### config.mk
export PLATFORM = sky130hd
export DESIGN_NAME = cave_automaton_step_top
export DESIGN_NICKNAME = d
export VERILOG_FILES = /design/src/rtl/cas_pkg.sv /design/src/rtl/cas_lane.sv /design/src/rtl/cas_gen.sv /design/src/rtl/cas_rsp_fifo.sv /design/src/rtl/cave_automaton_step_top.sv
export SDC_FILE = /design/constraint.sdc
export NUM_CORES = 2
export LEC_CHECK = 0
export ABC_AREA = 1
export BUFFER_PORTS_ARGS = -buffer_cell sky130_fd_sc_hd__buf_2
export CORE_ASPECT_RATIO = 1.25
export CORE_UTILIZATION = 40
export DETAILED_ROUTE_END_ITERATION = 16
export PLACE_DENSITY_LB_ADDON = 0.2
export SETUP_SLACK_MARGIN = 0.5
export SYNTH_ARGS = -nofsm -noshare
export SYNTH_HDL_FRONTEND = slang
export SYNTH_SLANG_ARGS = --single-unit
### constraint.sdc
create_clock -name clock -period 5.68 [get_ports clock]
set_clock_uncertainty 0.05 [all_clocks]
set_input_delay 0.852 -clock clock [delete_from_list [all_inputs] [get_ports clock]]
set_output_delay 0.852 -clock clock [all_outputs]
set_load 0.005 [all_outputs]
### src/rtl/cas_pkg.sv
// ----------------------------------------------------------------------------
// cas_pkg
// types and constants shared by the cave automaton step block
// ----------------------------------------------------------------------------
package cas_pkg;

   localparam int unsigned MaxHeight     = 64;
   localparam int unsigned ColumnWidth   = 64;
   localparam int unsigned HeightWidth   = 7;
   localparam int unsigned ThreshWidth   = 4;
   localparam int unsigned CountWidth    = 4;
   localparam int unsigned CsrIndexWidth = 2;
   localparam int unsigned CsrDataWidth  = 7;

   localparam logic [CsrIndexWidth-1:0] RegColumnHeight = 2'd0;
   localparam logic [CsrIndexWidth-1:0] RegSurviveMin   = 2'd1;
   localparam logic [CsrIndexWidth-1:0] RegBirthMin     = 2'd2;
   localparam logic [CsrIndexWidth-1:0] RegBorderAlive  = 2'd3;

   localparam logic [HeightWidth-1:0] HeightReset  = 7'd50;
   localparam logic [ThreshWidth-1:0] SurviveReset = 4'd1;
   localparam logic [ThreshWidth-1:0] BirthReset   = 4'd4;
   localparam logic                   BorderReset  = 1'b1;

   typedef logic [ColumnWidth-1:0] column_type;

   typedef struct packed {
      logic [ThreshWidth-1:0] survive_min;
      logic [ThreshWidth-1:0] birth_min;
      logic                   border_alive;
   } rule_type;

   typedef struct packed {
      logic       final_column;
      column_type bits;
   } result_type;

endpackage

### src/rtl/cas_lane.sv
// ----------------------------------------------------------------------------
// cas_lane
// one cell of the next generation: neighbour count and survive/birth rule
// ----------------------------------------------------------------------------
module cas_lane (
   input  logic [2:0]       left_cells,
   input  logic [2:0]       right_cells,
   input  logic [1:0]       middle_nbrs,
   input  logic             middle_cell,
   input  cas_pkg::rule_type rule,
   output logic             next_cell
);

   logic [cas_pkg::CountWidth-1:0] count;

   always_comb begin
      count = 4'(left_cells[0]) + 4'(left_cells[1]) + 4'(left_cells[2])
            + 4'(right_cells[0]) + 4'(right_cells[1]) + 4'(right_cells[2])
            + 4'(middle_nbrs[0]) + 4'(middle_nbrs[1]);
      if (middle_cell) begin
         next_cell = (count >= rule.survive_min);
      end else begin
         next_cell = (count >= rule.birth_min);
      end
   end

endmodule

### src/rtl/cas_gen.sv
// ----------------------------------------------------------------------------
// cas_gen
// row of cell lanes over three columns, merged into one result column
// ----------------------------------------------------------------------------
module cas_gen (
   input  cas_pkg::column_type left_col,
   input  cas_pkg::column_type middle_col,
   input  cas_pkg::column_type right_col,
   input  cas_pkg::column_type height_mask,
   input  cas_pkg::rule_type   rule,
   output cas_pkg::column_type next_col
);

   localparam int unsigned ExtWidth = cas_pkg::ColumnWidth + 2;

   cas_pkg::column_type   border_fill;
   logic [ExtWidth-1:0]   left_ext;
   logic [ExtWidth-1:0]   middle_ext;
   logic [ExtWidth-1:0]   right_ext;
   cas_pkg::column_type   lane_next;

   // rows outside the grid read as the border value
   assign border_fill = {cas_pkg::ColumnWidth{rule.border_alive}} & ~height_mask;
   assign left_ext    = {rule.border_alive, (left_col & height_mask) | border_fill,
                         rule.border_alive};
   assign middle_ext  = {rule.border_alive, (middle_col & height_mask) | border_fill,
                         rule.border_alive};
   assign right_ext   = {rule.border_alive, (right_col & height_mask) | border_fill,
                         rule.border_alive};

   for (genvar k = 0; k < cas_pkg::ColumnWidth; k++) begin : g_lane
      cas_lane u_lane (
         .left_cells  (left_ext[k+2:k]),
         .right_cells (right_ext[k+2:k]),
         .middle_nbrs ({middle_ext[k+2], middle_ext[k]}),
         .middle_cell (middle_ext[k+1]),
         .rule        (rule),
         .next_cell   (lane_next[k])
      );
   end

   // merge: unused rows forced to zero
   assign next_col = lane_next & height_mask;

endmodule

### src/rtl/cas_rsp_fifo.sv
// ----------------------------------------------------------------------------
// cas_rsp_fifo
// two-entry result queue between the lane array and the result channel
// ----------------------------------------------------------------------------
module cas_rsp_fifo (
   input  logic                 clock,
   input  logic                 reset,
   input  logic                 push_valid,
   input  cas_pkg::result_type  push_data,
   output logic                 can_push,
   output logic                 out_valid,
   input  logic                 out_ready,
   output cas_pkg::result_type  out_data
);

   cas_pkg::result_type entry_ff [2];
   logic                wr_ptr_ff;
   logic                wr_ptr_in;
   logic                rd_ptr_ff;
   logic                rd_ptr_in;
   logic [1:0]          count_ff;
   logic [1:0]          count_in;
   logic                pop;

   assign can_push  = (count_ff != 2'd2);
   assign out_valid = (count_ff != 2'd0);
   assign out_data  = entry_ff[rd_ptr_ff];
   assign pop       = out_valid && out_ready;

   always_comb begin
      wr_ptr_in = push_valid ? ~wr_ptr_ff : wr_ptr_ff;
      rd_ptr_in = pop ? ~rd_ptr_ff : rd_ptr_ff;
      count_in  = count_ff + 2'(push_valid) - 2'(pop);
   end

   always_ff @(posedge clock) begin
      if (reset) begin
         wr_ptr_ff <= 1'b0;
         rd_ptr_ff <= 1'b0;
         count_ff  <= 2'd0;
      end else begin
         wr_ptr_ff <= wr_ptr_in;
         rd_ptr_ff <= rd_ptr_in;
         count_ff  <= count_in;
      end
   end

   always_ff @(posedge clock) begin
      if (push_valid) begin
         entry_ff[wr_ptr_ff] <= push_data;
      end
   end

endmodule

### src/rtl/cave_automaton_step_top.sv
// ----------------------------------------------------------------------------
// cave_automaton_step_top
// one generation of a binary cave cellular automaton over a column stream
// ----------------------------------------------------------------------------
// Takes one grid column per cycle while the result queue has room and no
// final column is pending; returns the next generation of the column before
// it, so results lag input by one column. The column marked last returns both
// the pending column and itself, and input is held off while the shared
// 64-lane cell array computes that final column (not for a single-column
// grid). A two-entry result queue lets a column enter while an earlier
// result still waits. Registers are written through the always-ready csr channel.
module cave_automaton_step_top (
   input  logic                                  clock,
   input  logic                                  reset,
   // csr port
   input  logic                                  csr_valid,
   output logic                                  csr_ready,
   input  logic [cas_pkg::CsrIndexWidth-1:0]     csr_index,
   input  logic [cas_pkg::CsrDataWidth-1:0]      csr_data,
   // request stream
   input  logic                                  req_tvalid,
   output logic                                  req_tready,
   input  logic [cas_pkg::ColumnWidth-1:0]       req_tdata,   // column_bits
   input  logic                                  req_tlast,   // last_column
   // response stream
   output logic                                  rsp_tvalid,
   input  logic                                  rsp_tready,
   output logic [cas_pkg::ColumnWidth-1:0]       rsp_tdata,   // new_column_bits
   output logic                                  rsp_tlast    // final_column
);

   logic [cas_pkg::HeightWidth-1:0] height_ff;
   logic [cas_pkg::HeightWidth-1:0] height_in;
   cas_pkg::rule_type               rule_ff;
   cas_pkg::rule_type               rule_in;

   cas_pkg::column_type left_ff;
   cas_pkg::column_type left_in;
   cas_pkg::column_type middle_ff;
   cas_pkg::column_type middle_in;
   logic                middle_valid_ff;
   logic                middle_valid_in;
   logic                middle_first_ff;
   logic                middle_first_in;
   logic                flush_ff;
   logic                flush_in;

   logic [cas_pkg::HeightWidth-1:0] used_height;
   cas_pkg::column_type             height_mask;
   cas_pkg::column_type             border_col;
   cas_pkg::column_type             gen_left;
   cas_pkg::column_type             gen_middle;
   cas_pkg::column_type             gen_right;
   cas_pkg::column_type             gen_next;

   logic                fifo_space;
   logic                accept;
   logic                flush_go;
   logic                push_valid;
   cas_pkg::result_type push_data;
   cas_pkg::result_type out_data;

   // config registers
   assign csr_ready = 1'b1;

   always_comb begin
      height_in = height_ff;
      rule_in   = rule_ff;
      if (csr_valid) begin
         unique case (csr_index)
            cas_pkg::RegColumnHeight: height_in = csr_data;
            cas_pkg::RegSurviveMin:   rule_in.survive_min = csr_data[cas_pkg::ThreshWidth-1:0];
            cas_pkg::RegBirthMin:     rule_in.birth_min = csr_data[cas_pkg::ThreshWidth-1:0];
            cas_pkg::RegBorderAlive:  rule_in.border_alive = csr_data[0];
            default:                  height_in = height_ff;
         endcase
      end
   end

   always_ff @(posedge clock) begin
      if (reset) begin
         height_ff            <= cas_pkg::HeightReset;
         rule_ff.survive_min  <= cas_pkg::SurviveReset;
         rule_ff.birth_min    <= cas_pkg::BirthReset;
         rule_ff.border_alive <= cas_pkg::BorderReset;
      end else begin
         height_ff <= height_in;
         rule_ff   <= rule_in;
      end
   end

   // height clamp and row mask
   always_comb begin
      priority if (height_ff == '0) begin
         used_height = 7'd1;
      end else if (height_ff > 7'(cas_pkg::MaxHeight)) begin
         used_height = 7'(cas_pkg::MaxHeight);
      end else begin
         used_height = height_ff;
      end
   end

   for (genvar k = 0; k < cas_pkg::ColumnWidth; k++) begin : g_mask
      assign height_mask[k] = (7'(k) < used_height);
   end

   assign border_col = {cas_pkg::ColumnWidth{rule_ff.border_alive}};

   // handshake
   assign req_tready = !flush_ff && fifo_space;
   assign accept     = req_tvalid && req_tready;
   assign flush_go   = flush_ff && fifo_space;

   // operand select and column window update
   always_comb begin
      gen_left        = middle_first_ff ? border_col : left_ff;
      gen_middle      = middle_ff;
      gen_right       = req_tdata;
      push_valid      = 1'b0;
      push_data.final_column = 1'b0;
      left_in         = left_ff;
      middle_in       = middle_ff;
      middle_valid_in = middle_valid_ff;
      middle_first_in = middle_first_ff;
      flush_in        = flush_ff;

      priority if (flush_go) begin
         gen_right              = border_col;
         push_valid             = 1'b1;
         push_data.final_column = 1'b1;
         middle_valid_in        = 1'b0;
         middle_first_in        = 1'b1;
         flush_in               = 1'b0;
      end else if (accept && middle_valid_ff) begin
         push_valid      = 1'b1;
         left_in         = middle_ff;
         middle_in       = req_tdata;
         middle_first_in = 1'b0;
         flush_in        = req_tlast;
      end else if (accept && req_tlast) begin
         gen_left               = border_col;
         gen_middle             = req_tdata;
         gen_right              = border_col;
         push_valid             = 1'b1;
         push_data.final_column = 1'b1;
      end else if (accept) begin
         middle_in       = req_tdata;
         middle_valid_in = 1'b1;
         middle_first_in = 1'b1;
      end else begin
         flush_in = flush_ff;
      end
      push_data.bits = gen_next;
   end

   always_ff @(posedge clock) begin
      if (reset) begin
         middle_valid_ff <= 1'b0;
         middle_first_ff <= 1'b1;
         flush_ff        <= 1'b0;
      end else begin
         middle_valid_ff <= middle_valid_in;
         middle_first_ff <= middle_first_in;
         flush_ff        <= flush_in;
      end
   end

   always_ff @(posedge clock) begin
      left_ff   <= left_in;
      middle_ff <= middle_in;
   end

   cas_gen u_gen (
      .left_col    (gen_left),
      .middle_col  (gen_middle),
      .right_col   (gen_right),
      .height_mask (height_mask),
      .rule        (rule_ff),
      .next_col    (gen_next)
   );

   cas_rsp_fifo u_rsp_fifo (
      .clock      (clock),
      .reset      (reset),
      .push_valid (push_valid),
      .push_data  (push_data),
      .can_push   (fifo_space),
      .out_valid  (rsp_tvalid),
      .out_ready  (rsp_tready),
      .out_data   (out_data)
   );

   assign rsp_tdata = out_data.bits;
   assign rsp_tlast = out_data.final_column;

`ifndef SYNTHESIS
   a_flush_blocks_input: assert property (@(posedge clock) disable iff (reset)
      flush_ff |-> !req_tready)
      else $error("input accepted while final column pending");

   a_last_starts_flush: assert property (@(posedge clock) disable iff (reset)
      (accept && req_tlast && middle_valid_ff) |=> flush_ff)
      else $error("last column with pending column did not start flush");

   a_flush_clears_window: assert property (@(posedge clock) disable iff (reset)
      flush_go |=> (!flush_ff && !middle_valid_ff && middle_first_ff))
      else $error("column window not cleared after final column");
`endif

endmodule

==> flow_metrics.py <==
metrics = {
    "logic_synthesis": {
        "syn_inst": 4441,
        "synth-edff-count": 258,
        "ys.flop_type": "edfxtp_1",
        "yosys_register_bits": 282,
        "syn_avg_cell_area_sq_um": 8.279,
        "synth_top_family_by_area": "adder cells",
        "yosys.area_share.xor_xnor_pct": 1.548,
        "ys_seq_area_share_pct": 22.38,
        "async_flop_share_pct": 0,
        "synth-compound-area-share_pct": 10.60,
        "yosysUniqueCellTypes": 43,
        "ys_warn_count": 0,
        "synth_fp_nets": 5479,
        "yosysTopAreaCell": "ha_1",
        "synth_top_area_share_pct": 25.42,
        "syn-cell-area_sq_um": 36770,
        "synth_fa_ha_area_share_pct": 36.96,
        "synth_area_leaders": "ha_1 25%, edfxtp_1 21%, fa_1 12%, inv_1 9.6%, nand2_1 9.0%",
        "yosys.area_share.simple_pct": 15.79,
        "synth.most_common_cell": "inv_1",
        "ys_top_cells_by_count": "939 x inv_1, 882 x nand2_1, 747 x ha_1",
        "synthMuxAreaShare_pct": 1.991,
    },
    "global_routing": {
        "antenna_found_initial": 8,
        "grt_pass1_wl_mm": 172.2,
        "grt_pass1_vias": 30917,
        "overflow": 0,
        "grt_max_degree": 52,
        "track_usage_pct": 24.03,
    },
    "power": {
        "p_comb_share_pct": 77.0,
        "power.internal_uw": 14030,
        "power.density_nw_per_um2": 586.5,
        "power_switching_uw": 12410,
        "power.leakage_uw": 0.02223,
        "swShare_pct": 46.95,
        "pwr-share-clk_pct": 10.5,
        "vdd_ir_drop_max_uv": 225.8,
        "power_frac_seq_pct": 12.5,
    },
    "worst_setup_path": {
        "crit_type": "register to register",
        "cp_max_fo": 9,
        "critPathLaunchType": "register",
        "crit_required_ns": 5.96,
        "crit_path_end_kind": "register",
        "crit_arrival_ns": 5.48,
    },
    "sta": {
        "setup_violations": 0,
        "fin_crit_sh_pct": 91.51,
        "slew_headroom_pct": 29.72,
        "worst-slew-pin-transition_ns": 1.054,
        "hold_viol_final": 0,
        "max_freq_mhz": 192.4,
        "grt_setup_unrepaired": "true",
        "slew_violations": 0,
        "fin_setup_tns_ns": 0,
        "fin_crit_ns": 5.198,
    },
    "routing": {
        "avgRoutedWirePerCell_um": 18.76,
        "drt_iter0_drc": 1642,
        "vias": 31391,
        "drc": 0,
        "drt_wl_total_mm": 114.6,
        "viasPerCell": 5.139,
        "drt_first_pass_iters": 5,
        "ant_nets": 0,
    },
    "placed_design": {
        "place_congestion": 0.8799,
        "dp.cells": 5947,
        "dp_hpwl_mm": 83.27,
        "portBuffers": 145,
    },
    "die": {
        "die_width_um": 273.2,
        "initial_core_util_pct": 40.63,
        "die-area_sq_um": 93150,
        "coreArea_sq_um": 90490,
        "ios": 147,
        "rows": 123,
        "die_y_um": 341.0,
    },
    "status": {
        "status": "finished clean",
    },
    "cts": {
        "clk_latency_ns": 0.58,
        "clockBufferDepth": 3,
        "root_buffer": "clkbuf_16",
        "clk_pin_slew_ns": 0.06,
        "cts_sinks": 282,
        "cts_tree": "yes",
        "numCtsBuffers": 39,
        "cts_htree_levels": 2,
    },
    "cells_and_area": {
        "multi_input_area_sq_um": 26590,
        "areaGrowthSynthToFinish_pct": 22.61,
        "num-fill-cells": 8691,
        "fin_nets": 5927,
        "utilization_pct": 49.82,
        "drive_above_1_share_pct": 22.46,
        "seq_area_sq_um": 8267,
        "fin_cells": 6108,
    },
    "flow_run": {
        "drv_cap": 0,
    },
    "hold_path": {
        "hp-class": "register to register",
    },
}
-- power groups by stage --
stage / clock (uW) / sequential (uW) / combinational [uW]
2_1_floorplan: 0 / 3250 / 13700
3_3_place_gp: 0 / 3320 / 18000
4_1_cts: 2870 / 3300 / 18800
3_5_place_dp: 0 / 3340 / 18600
6_report: 2790 / 3300 / 20400
5_1_grt: 2920 / 3350 / 23800
-- placed cells by master, fill, tap and decap left out, types with 53 or more instances in the layout --
cell	instances
fa_2	53
a21boi_0	58
buf_4	285
inv_2	80
o21ai_1	87
a21oi_1	151
ha_1	709
nand4_1	63
nand2_1	820
inv_1	865
nor2_1	96
o21ai_0	175
mux2_2	65
buf_2	145
nand3_1	169
fa_1	159
edfxtp_1	258
-- final timing paths --
| kind | slack [ns] | depth (start not counted) | start | endpoint |
|---|---|---|---|---|
| max reg2reg | 0.48 | 26 | u_rsp_fifo.count_ff[0]$_SDFF_PP0_ | u_rsp_fifo.entry_ff[1][55]$_DFFE_PP_ |
| min reg2reg | 0.39 | 0 | middle_ff[61]$_DFFE_PP_ | left_ff[61]$_DFFE_PP_ |
| max | 0.48 | 26 | u_rsp_fifo.count_ff[0]$_SDFF_PP0_ | u_rsp_fifo.entry_ff[1][55]$_DFFE_PP_ |
| min | 0.39 | 0 | middle_ff[61]$_DFFE_PP_ | left_ff[61]$_DFFE_PP_ |
-- stage by stage --
step / instance area [sq um] / total power, uW / hold slack (ns) / setup slack, ns
final: 45080 / 26440 / 0.3914 / 0.4825
after global routing: 45080 / 30060 / 0.3857 / 0.2731
after CTS: 42550 / 24980 / 0.3632 / 0.4962
after detailed placement: 40700 / 21910 / 0.3779 / -0.1445
after global placement: 40700 / 21340 / 0.3740 / -0.06850
after floorplan: 36780 / 16950 / 0.3702 / 0.5056
-- logic make-up after synthesis --
kind of cell / Yosys count
adder cells (fa/ha/maj): 959
other: 1
XOR/XNOR: 65
AND/OR/NAND/NOR: 1357
buffers and inverters: 1030
multiplexers: 65
flip-flops: 282
AO/OA/AOI/OAI: 682
-- sequential cells by signal, summed over array words and instances (netlist names), named ones only --
signal                cells
left_ff                  64
u_rsp_fifo.wr_ptr_ff      1
middle_first_ff           1
u_rsp_fifo.count_ff       2
rule_ff                   8
u_rsp_fifo.rd_ptr_ff      1
border_col                1
u_rsp_fifo.entry_ff     130
middle_valid_ff           1
middle_ff                64
flush_ff                  1
height_ff                 7
-- per-layer routing --
layer	global-route usage (%)	wire length (um)	vias up	part of all wire, %
met5	0	13	-	0.011
met4	9.032	4813	2	4.2
met3	2.688	4682	239	4.1
met2	43.68	58310	639	51
met1	28.75	46740	14977	41
li1	-	-	15534	-
-- area by class of cell --
class / instances / area share [%]
Multi-Input combinational cell: 3129 / 58.97
Sequential cell: 282 / 18.34
Timing Repair Buffer: 477 / 8.188
Inverter: 960 / 8.071
Tap cell: 1187 / 3.294
Clock buffer: 45 / 2.331
Clock inverter: 26 / 0.7938
Antenna cell: 2 / 0.01110
-- critical path, cell delays in order (launching register included) --
cell       delay (ns)
dfxtp_2          0.31
inv_2            0.06
nand2_2          0.07
nand4_1          0.18
nor2_4           0.07
nor2_4           0.22
buf_12           0.23
buf_12           0.13
clkbuf_16        0.16
nand3_1          0.14
nand2_1          0.13
ha_1             0.24
inv_1            0.07
fa_1             0.43
fa_1             0.54
inv_1            0.05
fa_1             0.37
inv_1            0.08
fa_1             0.40
inv_1            0.09
ha_1             0.22
a21boi_0         0.12
o21a_1           0.17
o21ai_0          0.16
nand2_1          0.08
nor2_1           0.09
nor2_1           0.07
-- timing repair --
item                       in CTS  in global routing
hold buffers                    0                  0
buffers inserted               14                 68
setup endpoints to repair     120                126
pin swaps                      14                205
gates resized for setup       106                496
gates cloned                    0                  6
Note: power is estimated with default switching activity, not from simulation.
